File: src/hdl/bam_multipacket_reassembler_macros.svh
// Assertion macros for the BAM reassembler
`ifndef BAM_MULTIPACKET_REASSEMBLER_MACROS_SVH
`define BAM_MULTIPACKET_REASSEMBLER_MACROS_SVH
`ifndef NO_ASSERTIONS
`define BAM_ASSERT(label, clk, rst_n, prop, msg) \
    label: assert property (@(posedge clk) disable iff (!rst_n) prop) else $error(msg);
`define BAM_ASSERT_NORST(label, clk, prop, msg) \
    label: assert property (@(posedge clk) prop) else $error(msg);
`else
`define BAM_ASSERT(label, clk, rst_n, prop, msg)
`define BAM_ASSERT_NORST(label, clk, prop, msg)
`endif
`endif

File: src/hdl/bam_pkg.sv
// Package: types, codes and constants of the BAM reassembler
`default_nettype none
package bam_pkg;
    localparam int MAX_PACKETS_DEF = 32;
    localparam logic [7:0]  BCAST_ADDR = 8'd255;
    localparam logic [17:0] PGN_CONN   = 18'h0EC00;
    localparam logic [17:0] PGN_DATA   = 18'h0EB00;
    localparam logic [7:0]  CTRL_BAM   = 8'd32;
    localparam logic [2:0]  BYTES_PER_PACKET = 3'd7;

    typedef enum logic [1:0] {
        ST_OK         = 2'd0,
        ST_NOT_BCAST  = 2'd1,
        ST_UNEXPECTED = 2'd2,
        ST_INCOMPLETE = 2'd3
    } status_t;

    typedef enum logic [2:0] {
        S_IDLE,
        S_LOOKUP,
        S_DECIDE,
        S_EMIT_RD,
        S_EMIT_WAIT,
        S_EMIT,
        S_SINGLE
    } state_t;

    typedef struct packed {
        logic [7:0]  dest_address;
        logic [7:0]  source_address;
        logic [17:0] frame_pgn;
        logic [2:0]  frame_priority;
        logic [7:0]  control_type;
        logic [15:0] message_size;
        logic [7:0]  packet_count;
        logic [17:0] carried_pgn;
        logic [7:0]  sequence_number;
        logic [55:0] packet_payload;
    } frame_t;

    typedef struct packed {
        logic [1:0]  status;
        logic        has_chunk;
        logic [2:0]  message_priority;
        logic [17:0] message_pgn;
        logic [7:0]  message_source;
        logic [15:0] message_length;
        logic [55:0] chunk_data;
        logic [2:0]  chunk_bytes;
        logic        last_result;
    } result_t;

    // session record, kept in memory; active bits live in flip-flops
    typedef struct packed {
        logic [2:0]  priority_f;
        logic [17:0] pgn;
        logic [15:0] size;
        logic [7:0]  packets;
        logic [7:0]  last_sq;
    } session_t;

    // chunk step record (remaining bytes, first flag); the sequencer and the trim unit do not use it
    typedef struct packed {
        logic [16:0] remain;
        logic        first;
    } trim_ctl_t;
endpackage
`default_nettype wire

File: src/hdl/bam_trim.sv
// Subtract/compare unit: byte count and mask of one chunk
`default_nettype none
module bam_trim
    import bam_pkg::*;
(
    input  wire logic [16:0] remain,
    input  wire logic [55:0] raw,
    output logic      [16:0] remain_next,
    output logic      [2:0]  nbytes,
    output logic      [55:0] data
);
    logic [16:0] diff;

    // one subtract decides full or partial chunk
    always_comb
    begin
        diff = remain - 17'(BYTES_PER_PACKET);
        if (diff[16])
        begin
            nbytes      = remain[2:0];
            remain_next = '0;
        end
        else
        begin
            nbytes      = BYTES_PER_PACKET;
            remain_next = diff;
        end
        for (int b = 0; b < 7; b++)
        begin
            data[b*8 +: 8] = (3'(b) < nbytes) ? raw[b*8 +: 8] : 8'd0;
        end
    end
endmodule
`default_nettype wire

File: config.mk
export PLATFORM = sky130hd
export DESIGN_NAME = bam_trim
export DESIGN_NICKNAME = d
export VERILOG_FILES = /design/src/hdl/bam_multipacket_reassembler_macros.svh /design/src/hdl/bam_pkg.sv /design/src/hdl/bam_trim.sv
export SDC_FILE = /design/constraint.sdc
export NUM_CORES = 1
export LEC_CHECK = 0
export ABC_AREA = 1
export BUFFER_PORTS_ARGS = -buffer_cell sky130_fd_sc_hd__buf_2
export CAP_MARGIN = 40
export CORE_MARGIN = 5
export CORE_UTILIZATION = 28
export DETAILED_ROUTE_END_ITERATION = 10
export PLACE_DENSITY = 0.87
export SYNTH_ARGS = -nofsm -noshare
export SYNTH_HDL_FRONTEND = slang
export SYNTH_SLANG_ARGS = --single-unit
File: constraint.sdc
create_clock -name vclk -period 1.55
set_input_delay 0.2325 -clock vclk [all_inputs]
set_output_delay 0.2325 -clock vclk [all_outputs]
set_load 0.005 [all_outputs]
# Yosys cells after proc, flatten, opt, wreduce, memory -nomap -nowiden
# Index checks and enable logic that the tools add are counted.
# totals
register_bits,0
out_inout_bits,76
# op_classes
order_cmp,7
muxes,9
n_addsub,1
# ops
operator,count
8-bit 2-to-1 mux,7
"17-bit by 3-bit subtractor with 17-bit output, second input constant",1
16-bit 2-to-1 mux,1
"3-bit < comparator, first input constant",3
"1-bit by 3-bit < comparator with 1-bit output, first input constant",2
"2-bit by 3-bit < comparator with 1-bit output, first input constant",2
3-bit 2-to-1 mux,1

# Logic depth before layout (Yosys ltp)
# depth
word_depth,4
mapped_depth,11
mapped_depth_nobuf,10

# Worst setup path before layout
# No wires, ideal clock.
# synth_timing
kind,input-to-output
from,input port remain[0]
to,output port data[33]
arrival_time_ns,1.348
path_stages,11
setup_slack_ns,-0.030
path_cell_list,ha_1 -> nand2_1 -> nand2_2 -> nor2_4 -> nand2_1 -> nand2_1 -> nand2_2 -> nand2_4 -> buf_12 -> nand2_8 -> nor2_2
# synth_between
elab_chain_cells,4
# synth_lines
element,line,source
"start, declared",bam_trim.sv:6,"input wire logic [16:0] remain,"
17-bit by 3-bit subtractor with 17-bit output,bam_trim.sv:17,diff = remain - 17'(BYTES_PER_PACKET);
3-bit 2-to-1 mux,bam_trim.sv:18,if (diff[16])
via nbytes[2],bam_trim.sv:9,"output logic [2:0] nbytes,"
3-bit < comparator,bam_trim.sv:30,data[b*8 +: 8] = (3'(b) < nbytes) ? raw[b*8 +: 8] : 8'd0;
8-bit 2-to-1 mux,bam_trim.sv:30,
"end, declared",bam_trim.sv:10,output logic [55:0] data
# The timed path passes the listed nets, and every way through them passes these cells.

# Final worst setup path
# layout_timing
from,input port remain[1]
to,output port data[11]
# layout_between
elab_chain_cells,4
# layout_lines
element,line
17-bit by 3-bit subtractor with 17-bit output,bam_trim.sv:17
3-bit 2-to-1 mux (*),bam_trim.sv:18
1-bit by 3-bit < comparator with 1-bit output (*),bam_trim.sv:30
8-bit 2-to-1 mux (*),bam_trim.sv:30
# Every way passes the cells marked *; elsewhere a longest branch is shown, timed or not.

==> results.tsv <==
metric	value	unit
Std-Cell Rows	21	
hold_sp	raw[2]	
initial antenna violation count	0	
sum of net half-perimeters after detailed placement	3.96	mm
largest net degree at the start of global routing	11	
RSZ-0062 raised after global routing	yes	
Post-Syn Instances	211	
global-route wire length before repair	7.94	mm
Worst EP required	1.32	ns
Post-Syn Area	1010	sq um
DRT antenna net count	0	
# clk buffers	0	
DRT Pass-1 Iters	4	
cell with the most instances after synthesis	inv_1	
dominant cell type by area after synthesis	inv_1	
max-slew violations	0	
via density per instance	4.30	
VDD IR max	0.142	mV
Area contributors post-synth	inv_1, nand2_1, nor2_1, nor2_2, nor2_4	
first-iteration detailed-routing DRC count	23	
drt drc	0	
Syn Nets	285	
die area	4900	sq um
seq_cells	0	
share of the synthesized area in the top cell type	0.265	
number of top-level pins	149	
P&R area growth vs syn	140	%
register area	0	sq um
Pwr per Cell Area	265	nW/um^2
post-layout util	0.708	
hold path endpoint	data[2]	
Max Cap Viol	0	
Ys Warns	0	
routed wire length per instance	12.1	microns
Tot GR Track Use	0.187	
RD Place Congestion	0.827	
WHS	0.709	ns
count of cell types in the netlist	24	
Finish-stage setup viols	73	
CP startpoint	remain[1]	
Fin Setup TNS	-9.34	ns
Post-synth top cells	inv_1, nand2_1, nor2_1	
crit path kind	in2out	
crit path time final	1.74	ns
Fmax	0.575	GHz
crit share post-route	1.12	
vias in the first global route	1902	
ANT cells	0	
setup ws final	-0.189	ns
core area	3420	sq um
status	finished with violations	
Chip Width	70.0	microns
register area share after synthesis	0	
CP endpoint kind	primary output	
final net count	470	
via count	1892	
layout cells sized above 1	0.678	
critical path startpoint category	input pin	
Starting Density	0.295	
chip height	70.0	microns
Routed WL	5.33	mm
CP arrival	1.51	ns
leak pwr	0.00158	uW
GR Overflow Total	0	
syn_area_per_cell	4.77	sq um
hold path cells	4	
PortBufs	148	
Hold Fails Final Rpt	0	
Crit Path Max Fanout	8	
failing checks	negative setup slack	
Min-Delay Path Class	in2out	
## how the worst max path moves through the flow
stage | end | slack [ns] | cells after the start
after CTS | data[10] | -0.20 | 11
after floorplan | data[32] | -0.001 | 11
after detailed placement | remain_next[10] | -0.28 | 11
after global routing | data[14] | -0.26 | 10
after global placement | data[32] | -0.22 | 12
final | data[11] | -0.19 | 11
## metal layers
metal  global-route usage  up-vias  part of all wire
li1                     -      946                 -
met1                0.165      837              0.31
met2                0.406       99              0.57
met3               0.0473       10             0.096
met4               0.0426        0             0.022
met5                    0        -                 0
## timing repair
item / in CTS / in global routing
pin swaps: 16 / 20
setup endpoints to repair: 73 / 75
resized for setup: 36 / 59
hold buffers: 0 / 0
buffers inserted: 10 / 0
## critical path, cell delays in order
cell and delay, ns:
buf_6 0.10, ha_4 0.16, nand2_4 0.07, nand2_4 0.05, nor2_4 0.11, nand3_2 0.10, nand2_4 0.14, nand2_8 0.09
nor2_4 0.23, nor2_1 0.06, buf_2 0.13
## where the power goes
part | switching (uW) | internal [uW] | total, uW
Sequential | 0 | 0 | 0
Combinational | 312 | 329 | 640
Clock | 0 | 0 | 0
## placed cells by master (no fill, tap or decap), drive strengths merged
master	n
buf	187
inv	71
nor2	54
nand2	54
xor2	5
nand3	3
xnor2	3
nand4	3
a21oi	3
nor3	3
nor3b	3
o21ai	2
a31oi	1
ha	1
conb	1
## per-stage QoR
stage	power, uW	cell area, sq um	instances	setup WS [ns]
after floorplan	228	1060	211	-0.00114
after global placement	505	2020	430	-0.225
after detailed placement	518	2020	430	-0.280
after CTS	568	2230	440	-0.205
after global routing	704	2420	440	-0.264
final	640	2420	440	-0.189
## kinds of logic after synthesis
| kind of cell | synth area share |
|---|---|
| adder cells (fa/ha/maj) | 0.0124 |
| XOR/XNOR | 0.0696 |
| buffers and inverters | 0.314 |
| other | 0.00372 |
| AND/OR/NAND/NOR | 0.569 |
| AO/OA/AOI/OAI | 0.0310 |
## cell type report
class,instances,area [sq um]
timing repair buffer,187,1140
fill,271,996
inverter,71,267
tap,46,57.6
multi-input combinational,136,958
Note: power is estimated with default switching activity, not from simulation.
