File: src/hdl/bam_multipacket_reassembler_macros.svh
// Assertion macros for the BAM reassembler
`ifndef BAM_MULTIPACKET_REASSEMBLER_MACROS_SVH
`define BAM_MULTIPACKET_REASSEMBLER_MACROS_SVH
`ifndef NO_ASSERTIONS
`define BAM_ASSERT(label, clk, rst_n, prop, msg) \
    label: assert property (@(posedge clk) disable iff (!rst_n) prop) else $error(msg);
`define BAM_ASSERT_NORST(label, clk, prop, msg) \
    label: assert property (@(posedge clk) prop) else $error(msg);
`else
`define BAM_ASSERT(label, clk, rst_n, prop, msg)
`define BAM_ASSERT_NORST(label, clk, prop, msg)
`endif
`endif

File: src/hdl/bam_ram.sv
// Generic single-port-write, registered-read RAM
`default_nettype none
module bam_ram #(
    parameter int WIDTH = 8,
    parameter int DEPTH = 16
) (
    input  wire logic                     clk,
    input  wire logic                     we,
    input  wire logic [$clog2(DEPTH)-1:0] waddr,
    input  wire logic [WIDTH-1:0]         wdata,
    input  wire logic [$clog2(DEPTH)-1:0] raddr,
    output logic      [WIDTH-1:0]         rdata
);
    logic [WIDTH-1:0] mem [DEPTH];

    // write port and registered read
    always_ff @(posedge clk)
    begin
        if (we)
        begin
            mem[waddr] <= wdata;
        end
        rdata <= mem[raddr];
    end
endmodule
`default_nettype wire

File: config.mk
export PLATFORM = sky130hd
export DESIGN_NAME = bam_ram
export DESIGN_NICKNAME = d
export VERILOG_FILES = /design/src/hdl/bam_multipacket_reassembler_macros.svh /design/src/hdl/bam_ram.sv
export SDC_FILE = /design/constraint.sdc
export NUM_CORES = 1
export LEC_CHECK = 0
export BUFFER_PORTS_ARGS = -buffer_cell sky130_fd_sc_hd__buf_2
export CORE_MARGIN = 5
export CORE_UTILIZATION = 40
export DETAILED_ROUTE_END_ITERATION = 10
export MAX_ROUTING_LAYER = met4
export PLACE_DENSITY = 0.58
export SYNTH_ARGS = -nofsm -noshare
export SYNTH_HDL_FRONTEND = slang
export SYNTH_SLANG_ARGS = --single-unit
export TNS_END_PERCENT = 20
File: constraint.sdc
create_clock -name clk -period 1.55 [get_ports clk]
set_input_delay 0 -clock clk [delete_from_list [all_inputs] [get_ports clk]]
set_output_delay 0 -clock clk [all_outputs]
set_load 0.02 [all_outputs]
Yosys cells after proc, flatten, opt, wreduce, memory -nomap -nowiden

Memories as Yosys holds them, arrays and structs flattened. A register that Yosys moved wholly into a read port is not among the register bits.
Index checks and enable logic that the tools add are counted.

Mux-type cells: 2

Operator list:

| kind             | number |
|---|---|
| 2-to-1 mux 1 bit | 2 |

Register bits: 0
RAM bits: 128
Input port bits: 18
Output and inout port bits: 8
Logic and storage cells: 3
Memories: 1

Memories:

| name | words | width | rd ports | clocked after Yosys merged registers in | write ports | line          | RTL |
|---|---|---|---|---|---|---|---|
| mem  | 16    | 8     | 1        | 1                                       | 1           | bam_ram.sv:14 | `logic [WIDTH-1:0] mem [DEPTH];` |

Depth between registers and ports, before layout

Gate-level depths: netlist (run 1).

Word-level depth: 2
Depth in mapped cells: 5

Least setup slack after synthesis (run 1)

No wires, ideal clock.

Path kind: input-to-reg
From: input waddr[2]
To: memory mem[0][0], enable pin
Library setup time: 383 ps
Data arrival time: 1110 ps
Required time: 1167 ps
Slack: 57 ps
Cell stages on the path: 2
Buffers on the path: 0
Cells stage by stage: or3b_2 > nor3_1

RTL lines:

| element         | line          | RTL |
|---|---|---|
| start, declared | bam_ram.sv:9  | `input wire logic [$clog2(DEPTH)-1:0] waddr,` |
| end, declared   | bam_ram.sv:14 |  |

Straight into the memory's write port.

==> run summary, run 1 <==
TritonCTS built the clock tree. The overall die area came out at 15,240 sq um. The total net switching power came out at 1613 uW.

The leakage power total came out at 0.002173 uW. Derived from the worst setup path, the maximum achievable clock frequency is 734.6 MHz. The vertical die dimension is 123.4 microns.

The total of max-cap violations came out at 0. The total overflow left after global routing is 0. The critical path launch point type is a flop.

The DRC violation count after routing came out at 0. The maximum clock skew at final layout is 0.003827 ns. In this design, the largest share of critical-path delay is due to multiplexers. For the pin with the worst max-slew slack, the measured transition is 0.4027 ns. For the finished layout, the period the worst path requires is 1.361 ns. The launching point of the worst reg2reg path is mem[5][1]. The worst hold path begins at raddr[3]. The clock transition at the registers of the reported paths is 0.05 ns.

The number of gates resized after CTS came out at 0. The width of the chip is 123.4 microns. The area of the core is 12,620 sq um. In this run the tool buffered the top-level ports with 25 buffer cells. The mean area per synthesized cell came out at 22.48 sq um. The number of setup buffers added after CTS is 0.

The number of endpoints with negative hold slack in the final report is 0. The mean routed wirelength per cell is 20.30 microns. The timing startpoint of the critical path is mem[5][1].

In this run the tightest slew margin relative to its limit is 0.7315. The final number of setup-violating endpoints came out at 0. The area after detailed placement came out at 5627 sq um. The sequential power share is 0.484.

The minimum setup slack after placement came out at 0.1440 ns. The first-pass GRT wire length is 15,300 microns. The power per cell area is 1355 nW/um^2. The source-to-sink clock delay at the later pin of the worst-skew pair is 0.40 ns. The required arrival time at the worst endpoint came out at 1.84 ns. After synthesis the cells add up to 5147 sq um. The element type at the critical path end is a flop. The overall routed net length is 9765 microns.

The number of antenna violations at the first check in global routing is 0. The highest cell delay on the worst timing path is 0.55 ns. Across all setup checks in the final design, the least slack found is 0.1887 ns. Across all layers, the routed design uses 2,408 vias. Setup repair after global routing left no endpoint under its margin. The design draws 8541 uW. The weighted congestion at the end of routability-driven global placement came out at 0.7517.

Of the total power, the clock network draws 0.465. After detailed routing, the number of vias per cell comes to 5.006. The design area came out at 6304 sq um. The largest net degree at the start of global routing came out at 33. The number of warning messages in the yosys log came out at 0. 0 antenna diodes ended up in the layout. The min-delay analysis places its worst path in the category in -> reg.

The switching part of the total power came out at 0.1889. The worst setup path is of the reg -> reg kind. The number of hold buffers added after CTS is 8. The fraction of the cycle the final worst path needs is 0.8782. The count of final max-slew check failures came out at 0. The non-filler instance count after layout is 481. The maximum net fanout on the critical path is 1. In this run, the number of DRC markers left after iteration 0 of detailed routing was 220. The setup TNS is 0 ns. The HPWL reported at the end of detailed placement came out at 6396 microns. The share of total power dissipated in combinational logic is 0.051.

In the global route stage, overall resource usage came out at 0.1479. The number of placed instances, taps included, is 441. The cell-internal power is 6928 uW.

The clock root buffer is clkbuf_16. The number of nets produced by synthesis is 247. Walking the worst path, the cells encountered are mux4_1, a22oi_1, nand2_1. For this design the top-level I/O count stands at 26. The first detailed-routing pass ran for 4 iterations.

The area added between synthesis and finish is 22.46%. The level count of the clock H-tree is 4. The total clock buffers created by CTS is 17. The data arrival time of the worst path is 1.65 ns. The fraction of layout instances using a drive strength above 1 is 0.3139. The maximum clock path buffer count came out at 2. The synthesized netlist contains 19 unique library cells.

The flow ran to the end, and the final reports show no timing, DRC or antenna violations. The gate count after technology mapping came out at 229. The number of fillers in the final layout came out at 1,061.

The number of synthesized register bits came out at 136. The clock drives 136 sinks. The worst IR drop on VDD is 759.4 uV. For this run, the register share of the synthesized area comes to 0.7778. The initial core utilization came out at 0.4079. For this design, the slowest cell found on the critical path is mux4_1. The net total in the final layout is 314. The count of nets left with antenna violations once routing finished came out at 0. Counting both buffers and inverters, the worst setup path holds a total of 0. The number of global-route vias before repair was 2,610. The cell row count is 41.
worst paths after layout:
path / endpoint / slack, ns / cells after the start
worst max-delay path: rdata[1] / 0.19 / 3
worst min-delay path: rdata[6] / 0.17 / 5
worst max register to register: rdata[1] / 0.19 / 3
worst min register to register: rdata[1] / 0.67 / 3
layer usage:
metal	up-vias	GRT usage	routed length, microns
met5	-	-	0
met4	0	0.05398	102
met3	8	0.03843	405
met2	60	0.2205	4730
met1	1234	0.1975	4527
li1	1106	-	-
worst reg2reg max path: cells and delay by family (launching register included):
kind             cells  cell delay, ns
AO/OA/AOI/OAI        1            0.26
AND/OR/NAND/NOR      1            0.08
flip-flops           1            0.36
multiplexers         1            0.55
sequential cells by signal, summed over array words and instances (netlist names):
signal,flops
rdata,8
mem,128
cell type report:
type,instances,area [sq um],area share
flip-flops and latches,136,4004,0.6352
multi-input cells,83,1057,0.1677
clock buffers,21,470.5,0.07463
repair buffers,58,430.4,0.06828
well taps,172,215.2,0.03414
clock inverters,11,126.4,0.02005
stage by stage:
step,hold WS (ns),utilization
after global placement,0.3944,0.4459
after global routing,0.1693,0.4995
after floorplan,0.09887,-
after detailed placement,0.4023,0.4459
final,0.1732,0.4995
after CTS,0.1537,0.4995
power by group through the flow:
stage	clock [uW]	sequential, uW	combinational, uW
after floorplan	0	4240	209
after global placement	0	4210	418
after detailed placement	0	4210	425
after CTS	4030	4140	441
after global routing	4210	4140	470
final	3970	4140	432
placed cells by master (no fill, tap or decap), types with 2 or more instances in the layout:
cell type | netlist | final
clkbuf_8 | 0 | 3
clkinv_2 | 0 | 5
nand2b_1 | 2 | 2
a22oi_1 | 16 | 16
nand2_1 | 9 | 9
clkbuf_16 | 0 | 17
mux4_2 | 18 | 18
mux4_1 | 14 | 14
edfxtp_1 | 128 | 128
bufinv_16 | 0 | 3
clkinv_1 | 0 | 3
nor2_1 | 13 | 13
buf_12 | 0 | 3
dfxtp_1 | 8 | 8
buf_4 | 1 | 22
dlygate4sd3_1 | 0 | 8
nor3_1 | 4 | 4
nand3b_1 | 2 | 2
buf_2 | 3 | 25
synthesized netlist by cell type:
master,instances,area (sq um)
nand3_1,1,5.000
nand3b_1,2,15.01
buf_4,1,7.510
nand2_1,9,33.78
dfxtp_1,8,160.2
buf_2,3,15.01
buf_6,3,33.78
mux4_2,18,405.4
mux4_1,14,367.9
nand2b_1,2,12.51
nor3_1,4,20.02
or3b_2,1,8.760
nor2b_1,1,6.260
clkdlybuf4s25_2,3,30.03
a22oi_1,16,120.1
edfxtp_1,128,3844
nor2_1,13,48.80
and2b_1,1,7.510
and2_1,1,6.260
cell families after synthesis:
logic type / after synthesis / share of synthesized area
buffers and inverters: 10 / 0.01677
muxes: 32 / 0.1502
AOI/OAI and AO/OA: 16 / 0.02334
DFF: 136 / 0.7778
and+or+nand+nor: 35 / 0.03184
No activity file was read; power rests on OpenSTA's default activity.
==> run 2, diff against run 1 <==
--- a/config.mk
+++ b/config.mk
@@ -5,6 +5,7 @@
 export SDC_FILE = /design/constraint.sdc
 export NUM_CORES = 1
 export LEC_CHECK = 0
+export ABC_AREA = 1
 export BUFFER_PORTS_ARGS = -buffer_cell sky130_fd_sc_hd__buf_2
 export CORE_MARGIN = 5
 export CORE_UTILIZATION = 40
==> run summary, run 2 <==
The number of nets with antenna violations after routing came out at 0. The number of global-route vias before repair is 3,621. The fraction of layout instances using a drive strength above 1 came out at 0.1254.

The total net switching power came out at 1814 uW. The number of fillers in the final layout is 1,302. The switching part of the total power is 0.2173. A synthesized cell averages 10.47 sq um.

The share of total power dissipated in sequential elements is 0.496. The number of unique standard cell types used by synthesis came out at 12. CTS placed an instance of clkbuf_16 at the clock tree root. The start point of the worst hold path is wdata[4]. At the end of routability-driven placement, the weighted congestion stood at 0.8400.

The post-layout worst setup margin came out at 0.4772 ns. The sequential cell area is 4004 sq um. Setup repair after global routing left no endpoint under its margin. The later pin in the worst-skew pair is clocked with a latency of 0.41 ns. The total of max-cap violations came out at 0.

In the final design database the tool counted 611 nets. The global routing stage identified its most utilized layer as met2. In this run the deepest clock path goes through 2 buffers. On the worst path, the slowest cell contributes a delay of 0.37 ns. The worst IR drop on VDD came out at 733.0 uV.

Counting stages on the worst path, the most repeated cell is nand3_1. The number of endpoints with negative hold slack in the final report came to 0. The average via count per standard cell is 4.775. Clock-pin slew was measured on the worst setup and hold paths at 0.06 ns.

The number of warning messages in the yosys log came out at 0. Setup violations remaining at the end of the flow were counted as 0. Buffers placed on the I/O ports in this run total 25. The number of nets produced by synthesis came out at 569. The fraction of the cycle the final worst path needs is 0.6922.

The mean routed wirelength per cell came out at 16.54 microns. The most used flip-flop cell after synthesis is edfxtp_1. The portion of total power attributed to the clock network came out at 0.441.

For this run, global-route usage on met1 was measured as 0.2161. The post-synthesis async set-or-reset flop share came out at 0. The run finished with clean final reports. The register with the highest flop count is mem. The synthesized design spends more area on one cell type than any other, namely edfxtp_1. The endpoint identified for the worst register-to-register timing path is rdata[7].

The first global-routing pass estimated 20,240 microns of wire. The die covers 16,920 sq um. Once detailed placement completed, the half-perimeter wirelength came to 8004 microns. The slowest stage of the critical path is the edfxtp_1 cell.

The cell row count came out at 43. The gate count after technology mapping is 551. The maximum net fanout on the critical path is 1. The maximum clock skew at final layout is 0.003394 ns.

The total clock buffers created by CTS is 17. In the routed design, unresolved DRC markers number 0. The vertical die dimension came out at 130.1 microns. The TritonCTS clock tree is done. The worst-margin pin slew came out at 0.6391 ns. The timing startpoint of the critical path is mem[3][7]. Among all cell types in the netlist, the one instantiated most often is nand2_1. The register-to-register setup slack came out at 0.48 ns.

After synthesis, the most frequently instantiated cells are nand2_1 (173), edfxtp_1 (128), inv_1 (100), nand3_1 (97), nor2_1 (17). The region available for standard cell placement spans 13,990 sq um. Summed over all failing endpoints, the final setup total negative slack is 0 ns. The element type at the critical path end is a flop. The data arrival time of the worst path came out at 1.37 ns.

The met2 usage came out at 0.2553. The detailed router's first-iteration violation count came out at 368. The level count of the clock H-tree is 4. The aggregate global-route resource usage is 0.1677. The time the worst path needs with I/O delays and setup came out at 1.073 ns.

The worst slew margin relative to its limit came out at 0.5733. The sequential cell area fraction in the yosys report came out at 0.6943. The commonest non-fill, non-tap cell in the layout is nand2_1. Once the clock tree was built, the setup fixing pass inserted 0 buffers. Before CTS, the worst setup slack after placement is 0.2393 ns.

The width of the chip came out at 130.1 microns. The initial core utilization came out at 0.4123. The critical path launch point type is a flop.

For the worst setup path, the data required time is 1.85 ns. The area added between synthesis and finish came out at 15.75%. The cell count of the worst reg-to-reg path is 6. The count of final max-slew check failures came to 0. Summed over all cells, the static leakage comes to 0.002905 uW. The number of antenna violations at the first check in global routing came out at 0. The global-route met3 utilization came out at 0.04011. The cell-internal power came out at 6534 uW. The largest registers in the layout are mem x128, rdata x8.

Before antenna repair, the detailed router went through 4 iterations. The share of total power dissipated in combinational logic is 0.063. The number of clock sinks is 136. The number of synthesized flops with an enable pin is 128.

The overall routed net length came out at 13,000 microns. The largest net degree at the start of global routing came out at 39. The worst register-to-register path begins at mem[3][7]. Traced cell by cell, the critical path runs through inv_1, nand2_1, nand3_1, nand3_1, nand3_1, nand2_1. Power spread over the standard cell area amounts to 1251 nW/um^2.

In the layout the commonest cells are nand2_1 (173), edfxtp_1 (128), inv_1 (100). The worst hold path belongs to the class in -> reg. Derived from the worst setup path, the maximum achievable clock frequency is 932.1 MHz. The combined area of all synthesized cells came out at 5767 sq um. The global route total overflow is 0. The worst setup path is of the reg -> reg kind.

The number of synthesized register bits is 136. 0 antenna diodes ended up in the layout. The multi-input combinational cell area is 1214 sq um. The most critical setup path has its endpoint at rdata[7].

26 I/O pins were placed. The share of synthesized area in the top cell type comes to 0.6665. The via count is 3,753. The number of flip-flops in the largest register is 128.

In the post-synthesis netlist, the biggest area contributors are edfxtp_1 (67%), nand2_1 (11%), nand3_1 (8.4%), inv_1 (6.5%), dfxtp_1 (2.8%).
[run 2: power by group through the flow]
stage                     clock network [uW]  logic [uW]  registers, uW
after global routing                    3930         588           4140
after global placement                     0         525           4210
after detailed placement                   0         526           4220
after CTS                               3750         530           4140
after floorplan                            0         290           4240
final                                   3690         524           4140
[run 2: repair_timing]
action / CTS / global route
hold endpoints to repair: 8 / 0
hold buffers: 1 / 0
resized for setup: 0 / 0
[run 2: worst min-delay path by stage]
stage	endpoint	slack, ns	depth (start not counted)
after floorplan	mem[0][0]	0.1	0
after global placement	rdata[7]	0.37	3
after detailed placement	rdata[7]	0.37	3
after CTS	mem[2][4]	0.002	1
after global routing	mem[2][4]	0.01	1
final	mem[2][4]	0.02	1
[run 2: layout make-up]
type                       count  share of cell area
sequential                   136              0.5998
clock buffer                  23             0.07010
inverter                     102             0.05736
multi-input combinational    289              0.1818
clock inverter                 9             0.01143
tap                          180             0.03374
timing repair buffer          47             0.04574
[run 2: metal layers]
layer / share of wire / up-vias
met2: 0.48 / 97
li1: - / 1852
met1: 0.45 / 1777
met4: 0.027 / 0
met3: 0.046 / 27
met5: 0 / -
[run 2: cells by family after synthesis]
| family | Yosys count | synth area share |
|---|---|---|
| simple gates | 289 | 0.2105 |
| buf+inv | 126 | 0.09525 |
| flops | 136 | 0.6943 |
[run 2: stage by stage]
step | util | cells | power [uW] | area, sq um | hold WS, ns
finish | 0.4772 | 786 | 8348 | 6675 | 0.01555
CTS | 0.4772 | 786 | 8416 | 6675 | 0.002479
global placement | 0.4376 | 753 | 4739 | 6121 | 0.3728
global route | 0.4772 | 786 | 8658 | 6675 | 0.01270
detailed placement | 0.4376 | 753 | 4741 | 6121 | 0.3682
floorplan | - | 551 | 4528 | 5767 | 0.09887
[run 2: critical path: cells and delay by family (launching register included)]
family	cells	cell delay, ns
flip-flops	1	0.37
AND/OR/NAND/NOR	5	0.53
buffers and inverters	1	0.06
